--- config.mk ---
export PLATFORM = sky130hd
export DESIGN_NAME = frame_energy_voice_detector
export DESIGN_NICKNAME = d
export VERILOG_FILES = /design/src/rtl/fevd_pkg.sv /design/src/rtl/frame_energy_voice_detector.sv
export VERILOG_INCLUDE_DIRS = /design/src /design/src/rtl
export SDC_FILE = /design/constraint.sdc
export NUM_CORES = 1
export LEC_CHECK = 0
export ABC_AREA = 1
export BUFFER_PORTS_ARGS = -buffer_cell sky130_fd_sc_hd__buf_2
export CORE_ASPECT_RATIO = 1.4
export CORE_MARGIN = 1.5
export CORE_UTILIZATION = 28
export CTS_CLUSTER_DIAMETER = 60
export DETAILED_ROUTE_END_ITERATION = 10
export GPL_ROUTABILITY_DRIVEN = 0
export GPL_TIMING_DRIVEN = 1
export HOLD_SLACK_MARGIN = 0.02
export PLACE_DENSITY = 0.4
export SLEW_MARGIN = 20
export SYNTH_ARGS = -nofsm -noshare
export SYNTH_HDL_FRONTEND = slang
export SYNTH_SLANG_ARGS = --single-unit
--- constraint.sdc ---
create_clock -name clk -period 13.95 [get_ports clk]
set_input_delay 2.0925 -clock clk [delete_from_list [all_inputs] [get_ports clk]]
set_output_delay 2.0925 -clock clk [all_outputs]
set_load 0.03 [all_outputs]
--- src/rtl/frame_energy_voice_detector_macros.svh ---
// Assertion macros shared by the frame energy voice detector RTL.
`ifndef FRAME_ENERGY_VOICE_DETECTOR_MACROS_SVH
`define FRAME_ENERGY_VOICE_DETECTOR_MACROS_SVH

// Check a consequent in the same cycle as its antecedent.
`define FEVD_ASSERT_NOW(label, clock, reset, ante, cons, msg) \
  label: assert property (@(posedge clock) disable iff (reset) (ante) |-> (cons)) \
    else $error(msg);

// Check a consequent in the cycle after its antecedent.
`define FEVD_ASSERT_NEXT(label, clock, reset, ante, cons, msg) \
  label: assert property (@(posedge clock) disable iff (reset) (ante) |=> (cons)) \
    else $error(msg);

`endif

--- src/rtl/fevd_pkg.sv ---
// Types and constants of the frame energy voice detector.
package fevd_pkg;

  // Frame and datapath sizes
  localparam int MAX_FRAME = 1024;
  localparam int SAMPLE_W  = 16;
  localparam int MAG_W     = SAMPLE_W + 1;
  localparam int THR_W     = 15;
  localparam int TRIG_W    = 8;
  localparam int RUN_W     = 8;
  localparam int COUNT_W   = $clog2(MAX_FRAME + 1);
  localparam int SUM_W     = 2 * SAMPLE_W - 1 + $clog2(MAX_FRAME) + 1;
  localparam int MUL_A_W   = 2 * THR_W;
  localparam int MUL_B_W   = (MAG_W > COUNT_W) ? MAG_W : COUNT_W;
  localparam int MUL_W     = MUL_A_W + MUL_B_W;

  // Stream and configuration widths
  localparam int IN_DATA_W  = 16;
  localparam int OUT_DATA_W = 16;
  localparam int CFG_IDX_W  = 8;
  localparam int CFG_DATA_W = 16;

  // Register indexes
  localparam logic [CFG_IDX_W-1:0] REG_RMS_THRESHOLD  = CFG_IDX_W'(0);
  localparam logic [CFG_IDX_W-1:0] REG_TRIGGER_FRAMES = CFG_IDX_W'(1);

  // Reset values of the registers
  localparam logic [THR_W-1:0]  RMS_THRESHOLD_RST  = THR_W'(500);
  localparam logic [TRIG_W-1:0] TRIGGER_FRAMES_RST = TRIG_W'(3);

  // Request kinds carried on s_tuser
  localparam logic OP_SAMPLE = 1'b0;
  localparam logic OP_CLEAR  = 1'b1;

  // Sequencer states
  typedef enum logic [2:0] {
    ST_IDLE,
    ST_SQUARE,
    ST_ACCUM,
    ST_THRSQ,
    ST_LIMIT,
    ST_DECIDE
  } fevd_state_t;

endpackage

--- src/rtl/frame_energy_voice_detector.sv ---
// Frame energy voice detector: top level with sequencer and shared multiplier.
//
// Takes one signed 16-bit sample per request (s_tdata), with s_tlast marking the
// last sample of a frame and s_tuser = 1 marking a clear request. A mid-frame
// sample goes through accept, square and accumulate; a frame-end sample also
// takes the square of the threshold, the limit product and the decision; the
// decision waits while the previous result still sits in the output register.
// The steps are set by the single 30x17 multiplier, reused for the sample square,
// the threshold square and the threshold^2 * count limit. A clear request is
// taken while idle and gives no result. The RMS test is exact: energy sum >
// threshold^2 * count. There is no clearing pass after reset.
`include "frame_energy_voice_detector_macros.svh"

module frame_energy_voice_detector (
  input  logic                                 clk,
  input  logic                                 rst,
  // Sample stream
  input  logic                                 s_tvalid,
  output logic                                 s_tready,
  input  logic [fevd_pkg::IN_DATA_W-1:0]       s_tdata,   // [15:0] sample
  input  logic                                 s_tuser,   // [0] op
  input  logic                                 s_tlast,
  // Frame result stream
  output logic                                 m_tvalid,
  input  logic                                 m_tready,
  // [0] above_threshold, [1] voice_start, [9:2] loud_run, [10] active,
  // [11] frame_too_long, [15:12] zero
  output logic [fevd_pkg::OUT_DATA_W-1:0]      m_tdata,
  // Configuration writes
  input  logic                                 cfg_valid,
  output logic                                 cfg_ready,
  input  logic [fevd_pkg::CFG_IDX_W-1:0]       cfg_index,
  input  logic [fevd_pkg::CFG_DATA_W-1:0]      cfg_data
);
  import fevd_pkg::*;

  fevd_state_t state, state_next;

  logic [THR_W-1:0]   rms_threshold;
  logic [TRIG_W-1:0]  trigger_frames;
  logic [SUM_W-1:0]   energy_sum;
  logic [COUNT_W-1:0] sample_count;
  logic               overflow_seen;
  logic [RUN_W-1:0]   run_count;
  logic               trigger_latch;
  logic [MAG_W-1:0]   mag;
  logic               last_flag;
  logic [SUM_W-1:0]   prod;

  logic               in_accept;
  logic               decide_go;
  logic [MUL_A_W-1:0] mul_a;
  logic [MUL_B_W-1:0] mul_b;
  logic [MUL_W-1:0]   mul_full;
  logic               loud;
  logic [RUN_W-1:0]   run_next;
  logic               start;
  logic [MAG_W-1:0]   mag_in;
  logic [THR_W-1:0]   cfg_thr;

  assign s_tready  = (state == ST_IDLE);
  assign cfg_ready = 1'b1;
  assign in_accept = s_tvalid && s_tready;
  assign decide_go = (state == ST_DECIDE) && (!m_tvalid || m_tready);

  // Magnitude of the incoming sample
  always_comb begin
    if (s_tdata[SAMPLE_W-1]) begin
      mag_in = (MAG_W'(1) << SAMPLE_W) - {1'b0, s_tdata[SAMPLE_W-1:0]};
    end else begin
      mag_in = {1'b0, s_tdata[SAMPLE_W-1:0]};
    end
  end

  // Route operands to the shared multiplier
  always_comb begin
    unique case (state)
      ST_SQUARE: begin
        mul_a = MUL_A_W'(mag);
        mul_b = MUL_B_W'(mag);
      end
      ST_THRSQ: begin
        mul_a = MUL_A_W'(rms_threshold);
        mul_b = MUL_B_W'(rms_threshold);
      end
      ST_LIMIT: begin
        mul_a = prod[MUL_A_W-1:0];
        mul_b = MUL_B_W'(sample_count);
      end
      default: begin
        mul_a = '0;
        mul_b = '0;
      end
    endcase
  end

  assign mul_full = mul_a * mul_b;

  // Frame decision
  assign loud     = energy_sum > prod;
  assign run_next = loud ? ((run_count == '1) ? run_count : run_count + RUN_W'(1))
                         : '0;
  assign start    = loud && (run_next >= trigger_frames) && !trigger_latch;

  // Advance the sequencer
  always_ff @(posedge clk) begin
    if (rst) begin
      state <= ST_IDLE;
    end else begin
      state <= state_next;
    end
  end

  always_comb begin
    state_next = state;
    unique case (state)
      ST_IDLE: begin
        if (in_accept && s_tuser == OP_SAMPLE) begin
          state_next = ST_SQUARE;
        end
      end
      ST_SQUARE: state_next = ST_ACCUM;
      ST_ACCUM:  state_next = last_flag ? ST_THRSQ : ST_IDLE;
      ST_THRSQ:  state_next = ST_LIMIT;
      ST_LIMIT:  state_next = ST_DECIDE;
      ST_DECIDE: begin
        if (decide_go) begin
          state_next = ST_IDLE;
        end
      end
      default:   state_next = ST_IDLE;
    endcase
  end

  // Configuration registers; drop a zero threshold
  assign cfg_thr = cfg_data[THR_W-1:0];

  always_ff @(posedge clk) begin
    if (rst) begin
      rms_threshold  <= RMS_THRESHOLD_RST;
      trigger_frames <= TRIGGER_FRAMES_RST;
    end else if (cfg_valid && cfg_ready) begin
      if (cfg_index == REG_RMS_THRESHOLD && cfg_thr != '0) begin
        rms_threshold <= cfg_thr;
      end
      if (cfg_index == REG_TRIGGER_FRAMES) begin
        trigger_frames <= cfg_data[TRIG_W-1:0];
      end
    end
  end

  // Hold the accepted sample
  always_ff @(posedge clk) begin
    if (in_accept) begin
      mag       <= mag_in;
      last_flag <= s_tlast;
    end
  end

  // Register the multiplier output
  always_ff @(posedge clk) begin
    if (state == ST_SQUARE || state == ST_THRSQ || state == ST_LIMIT) begin
      prod <= mul_full[SUM_W-1:0];
    end
  end

  // Frame accumulator, run counter and trigger latch
  always_ff @(posedge clk) begin
    if (rst) begin
      energy_sum    <= '0;
      sample_count  <= '0;
      overflow_seen <= 1'b0;
      run_count     <= '0;
      trigger_latch <= 1'b0;
    end else if (in_accept && s_tuser == OP_CLEAR) begin
      energy_sum    <= '0;
      sample_count  <= '0;
      overflow_seen <= 1'b0;
      run_count     <= '0;
      trigger_latch <= 1'b0;
    end else if (state == ST_ACCUM) begin
      if (sample_count < COUNT_W'(MAX_FRAME)) begin
        energy_sum   <= energy_sum + prod;
        sample_count <= sample_count + COUNT_W'(1);
      end else begin
        overflow_seen <= 1'b1;
      end
    end else if (decide_go) begin
      run_count     <= run_next;
      trigger_latch <= trigger_latch || start;
      energy_sum    <= '0;
      sample_count  <= '0;
      overflow_seen <= 1'b0;
    end
  end

  // Output register
  always_ff @(posedge clk) begin
    if (rst) begin
      m_tvalid <= 1'b0;
    end else if (decide_go) begin
      m_tvalid <= 1'b1;
    end else if (m_tready) begin
      m_tvalid <= 1'b0;
    end
  end

  always_ff @(posedge clk) begin
    if (decide_go) begin
      m_tdata <= {4'b0000, overflow_seen, trigger_latch || start, run_next, start, loud};
    end
  end

  // Checks
  `FEVD_ASSERT_NOW(a_count_bound, clk, rst, 1'b1, sample_count <= COUNT_W'(MAX_FRAME),
    "sample count passed the frame limit")
  `FEVD_ASSERT_NEXT(a_clear_item, clk, rst, in_accept && s_tuser == OP_CLEAR,
    sample_count == '0 && run_count == '0 && !trigger_latch && energy_sum == '0,
    "clear request left state behind")
  `FEVD_ASSERT_NEXT(a_frame_cleared, clk, rst, decide_go,
    sample_count == '0 && energy_sum == '0 && !overflow_seen && m_tvalid,
    "frame end did not clear the accumulator or load the result")
  `FEVD_ASSERT_NOW(a_start_active, clk, rst, m_tvalid && m_tdata[1],
    m_tdata[10] && m_tdata[0], "voice start without a loud frame and set latch")

endmodule
Word-level counts from Yosys, hierarchy flattened
Cells that the tools add are included.
{"block": "totals", "regBits": 162, "in_bits": 47, "out_inout_bits": 19, "word_cells": 80}
{"block": "op_classes", "n_addsub": 4, "n_mul": 1, "magnitude_cmp": 3, "eq_ne": 11, "muxes": 20, "n_bitwise": 2, "n_reduce_logical": 25}
{"op": "$mux 42", "n": 3}
{"op": "$pmux 30 s3", "n": 1}
{"op": "$pmux 17 s3", "n": 1}
{"op": "$add 42x42->42", "n": 1}
{"op": "$gt 42x42->1", "n": 1}
{"op": "$mul 30x17->42", "n": 1}
{"op": "$mux 11", "n": 3}
{"op": "$pmux 3 s6", "n": 1}
{"op": "$sub 17x16->17 const A", "n": 1}
{"op": "$mux 8", "n": 2}
{"op": "$mux 15", "n": 1}
{"op": "$reduce_bool 15->1", "n": 1}
{"op": "$reduce_and 2->1", "n": 6}
{"op": "$add 11x1->11 const B", "n": 1}
{"op": "$lt 11x11->1 const B", "n": 1}
{"op": "$add 8x1->8 const B", "n": 1}
{"op": "$eq 8x1->1 const B", "n": 1}
{"op": "$eq 8x8->1 const B", "n": 1}
{"op": "$ge 8x8->1", "n": 1}
{"op": "$logic_not 8->1", "n": 1}
{"op": "$logic_and 1x1->1", "n": 7}
{"op": "$eq 3x2->1 const B", "n": 2}
{"op": "$eq 3x3->1 const B", "n": 2}
{"op": "$mux 3", "n": 2}
{"op": "11 further kinds", "n": 23}

Depth between registers and ports, before layout
{"block": "logic_depth", "ltp_word": 7, "mapped_depth": 35, "depth_no_buf": 33}

Worst setup path after synthesis
Ideal clock, no wire load.
{"block": "synth_timing", "path_type": "reg-to-reg", "start": "register state[0]", "end": "register prod[36] (data pin)", "setup_ns": 0.252, "arrival_time_ns": 5.882, "t_required_ns": 13.698, "setup_slack_ns": 7.815, "stages_incl_launch_ff": 32, "path_buffers": 2, "cell_sequence": "dfxtp_1 > nor2_1 > inv_2 > nor2_8 > buf_4 > a21oi_1 > inv_1 > buf_2 > nand2_1 > fa_1 > inv_1 > fa_1 > inv_1 > fa_1 > inv_1 > fa_1 > fa_1 > inv_1 > fa_1 > inv_1 > ha_1 > nand2_1 > nor2_1 > inv_1 > nor2_1 > nor2_1 > o21ai_1 > nand2_1 > nand2_2 > nand3_1 > nand3_1 > nand2_1"}
{"block": "synth_between", "elab_chain_cells": 3}
{"item": "start: declaration", "line": "frame_energy_voice_detector.sv:37", "rtl": "fevd_state_t state, state_next;"}
{"item": "start signal: assignment", "line": "frame_energy_voice_detector.sv:110", "rtl": "state <= state_next;"}
{"item": "$eq 3x3->1 (tied with other cells)", "line": "frame_energy_voice_detector.sv:77", "rtl": "unique case (state)"}
{"item": "$pmux 30 s3 / $pmux 17 s3 (equally long branches)", "line": "frame_energy_voice_detector.sv:77"}
{"item": "$mul 30x17->42 *", "line": "frame_energy_voice_detector.sv:97", "rtl": "assign mul_full = mul_a * mul_b;"}
{"item": "net mul_full[36]", "line": "frame_energy_voice_detector.sv:54", "rtl": "logic [MUL_W-1:0] mul_full;"}
{"item": "end signal: assignment", "line": "frame_energy_voice_detector.sv:163", "rtl": "prod <= mul_full[SUM_W-1:0];"}
{"item": "end: declaration", "line": "frame_energy_voice_detector.sv:48", "rtl": "logic [SUM_W-1:0] prod;"}
Mark *: on every way through the listed nets, which the timed path passes. The rest lies on a longest branch.
A chain may end at the register's enable or synchronous reset.

Worst setup path in the final report
{"block": "layout_timing", "start": "register state[0]", "end": "register prod[34] (data pin)"}
Same word-level chain as after synthesis.

==> results.toml <==
[outcome]
status = "completed"

[floorplan]
die-area_sq_mm = 0.0986
start_util = 0.283
ioPinCount = 66
rows = 134
die_w_um = 266
coreArea_sq_mm = 0.0956
die_h_um = 371

[worst_setup_path]
arrival_ns = 8.48
worst_r2r_path_depth = 29
startpoint = "state[0]"
crit_type = "reg -> reg"
startpoint_type = "register"
slowest_delay_ns = 0.97
setup.worst_path.end_class = "register"
slowest_stage = "nor2_1"
reg2reg_from = "state[0]"
crit_path_frequent_cell = "inv_1"
crit_fanout = 27
crit_required_ns = 14.15

[final_layout]
nFillCells = 10627
antenna_cells = 0
drive_above_1_share = 0.0583
layout.nets = 4342
syn2layout_area_growth_pct = 8.30

[sta]
fin_tns_setup_ns = 0
finalClockSkew_ns = 0.0140
fmax_ghz = 0.121
slew_headroom = 0.238
hold_viol_final = 0
fin_crit_ns = 8.28
worstMarginPinSlew_ns = 1.14
rsz0062_at_grt = "false"
drv_slew = 0
period_share = 0.593
setup_viol = 0

[pwr]
p_total_uw = 2570
ir_worst_vdd_v = 0.0000994
leakagePower_uw = 0.0150
power_density_mw_per_mm2 = 87.8

[route]
wirelength_um = 94400
antenna_left = 0
drt_iter0_markers = 1169
vias_per_cell = 4.49
via_count = 22120
drcViolationCount = 0
dr.pass1.iters = 5
wl_per_cell_um = 19.1

[clocking]
clkTransAtPathRegs_ns = 0.07
cts.sinks = 162
cts_buffer_depth = 2
numCtsBuffers = 17
postCtsSetupRepairBufs = 0
clk_latency_ns = 0.46
post_cts_resized = 0
ctsHoldBuffers = 0
cts_tree = "built"
ctsHtreeMaxLevel = 4
clockRootBuffer = "clkbuf_16"

[synth]
synthCells = 3619
ys_ff_latch = 162
synth_common_cells = "inv_1 (938), nand2_1 (876), fa_1 (412)"
synth_cell_types = 54
synthArstFlopShare = 0
synth_most_common_cell = "inv_1"
ys_warn_count = 0
yosysTopAreaCell = "fa_1"
syn_area_sq_mm = 0.0271
synth.area.top_cells = "fa_1 (30%), inv_1 (13%), nand2_1 (12%), ha_1 (8.7%), edfxtp_1 (8.0%)"
synth_top_area_share = 0.305
synth-edff-count = 72
avgSynthCellArea_sq_um = 7.48
ys_seq_area_frac = 0.146
synthFlopType = "dfxtp_1"

[grt]
grtUsageMet3 = 0.0106
antenna_found_initial = 0
grt_pass1_wl_um = 145000
grt_pass1_vias = 23920
grtUsageMet1 = 0.222
top_usage_layer = "met2"
grt_max_degree = 47
grt_overflow = 0
use_met2 = 0.388
grt_util_all_layers = 0.198

[placed_design]
dp_hpwl_um = 79600
portBuffers = 59

[hold_path]
hp-class = "reg -> reg"
holdPathStages = 2
hold_path_startpoint = "trigger_frames[3]"

[flow_run]
maxCapViolations = 0
-- path summary, 6_finish.rpt --
kind                        to  slack [ns]
max                   prod[34]        5.67
min          trigger_frames[3]        0.46
max reg2reg           prod[34]        5.67
min reg2reg  trigger_frames[3]        0.46
-- worst max-delay path: cells and delay by family, from the launching register on --
family | cells | cell delay (ns)
XOR/XNOR | 1 | 0.37
adder cells (fa/ha/maj) | 7 | 3.57
flip-flops | 1 | 0.35
AND/OR/NAND/NOR | 12 | 2.79
buffers and inverters | 9 | 0.91
-- where the power goes --
part | switching (uW) | leakage [uW] | internal, uW
Sequential | 51.8 | 0.00139 | 580
Combinational | 1040 | 0.0134 | 421
Clock | 227 | 0.000287 | 256
Total | 1320 | 0.0150 | 1260
-- per-layer routing --
metal / vias up / wire [um]
met2: 310 / 51700
met1: 10874 / 37700
met5: - / 0
met4: 0 / 3540
li1: 10826 / -
met3: 110 / 1500
-- registers in the layout (all words and copies together), names as in the netlist --
name            cells
trigger_latch       1
last_flag           1
run_count           8
mag                17
overflow_seen       1
rms_threshold      15
m_tvalid            1
sample_count       11
state               3
prod               42
energy_sum         42
trigger_frames      8
m_tdata            12
-- final cells by class --
cell class,count,area [sq um],area share
clock buffer,20,479,0.0163
clock inverter,12,111,0.00380
inverter,969,3640,0.124
tap,1224,1530,0.0522
sequential,162,3960,0.135
timing repair buffer,74,408,0.0139
multi-input combinational,2470,19200,0.654
-- cells in the final DEF, fill, tap and decap left out, types with 5 or more instances in the layout --
cell type,synthesis,final
a21o_1,8,8
a21oi_1,176,176
a21oi_2,19,19
a21oi_4,5,5
a22o_1,8,8
a31oi_1,12,12
buf_2,36,59
buf_4,8,15
clkbuf_16,0,19
conb_1,2,69
dfxtp_1,90,90
edfxtp_1,72,72
fa_1,412,412
ha_1,189,189
inv_1,938,938
inv_2,29,29
nand2_1,876,875
nand2_2,20,21
nand3_1,117,117
nand3b_1,5,5
nand4_1,26,26
nor2_1,264,263
nor2_2,14,15
nor3_1,33,32
nor4_1,13,13
o21a_1,7,7
o21ai_0,89,89
o21bai_1,13,13
xnor2_1,15,15
xor2_1,39,39
-- metrics by stage --
| stage | hold WS, ns | utilization | instance area, sq um | setup WS (ns) | std cells |
|---|---|---|---|---|---|
| after floorplan | 0.409 | - | 27300 | 7.82 | 3686 |
| after global placement | 0.456 | 0.301 | 28700 | 5.66 | 4899 |
| after detailed placement | 0.456 | 0.301 | 28700 | 5.61 | 4899 |
| after CTS | 0.470 | 0.307 | 29300 | 5.58 | 4931 |
| after global routing | 0.488 | 0.307 | 29300 | 5.21 | 4931 |
| final | 0.464 | 0.307 | 29300 | 5.67 | 4931 |
-- logic make-up (layout without fill, tap and decap cells) --
group / Yosys count / in the layout / share of synthesized area
xor gates and xnor gates: 54 / 54 / 0.0175
buffers and inverters: 1054 / 1075 / 0.155
and+or+nand+nor: 1384 / 1384 / 0.210
DFF: 162 / 162 / 0.146
other: 2 / 69 / 0.000277
AOI/OAI and AO/OA: 362 / 362 / 0.0791
adders and majority gates: 601 / 601 / 0.392
(Power assumes the default switching activity.)
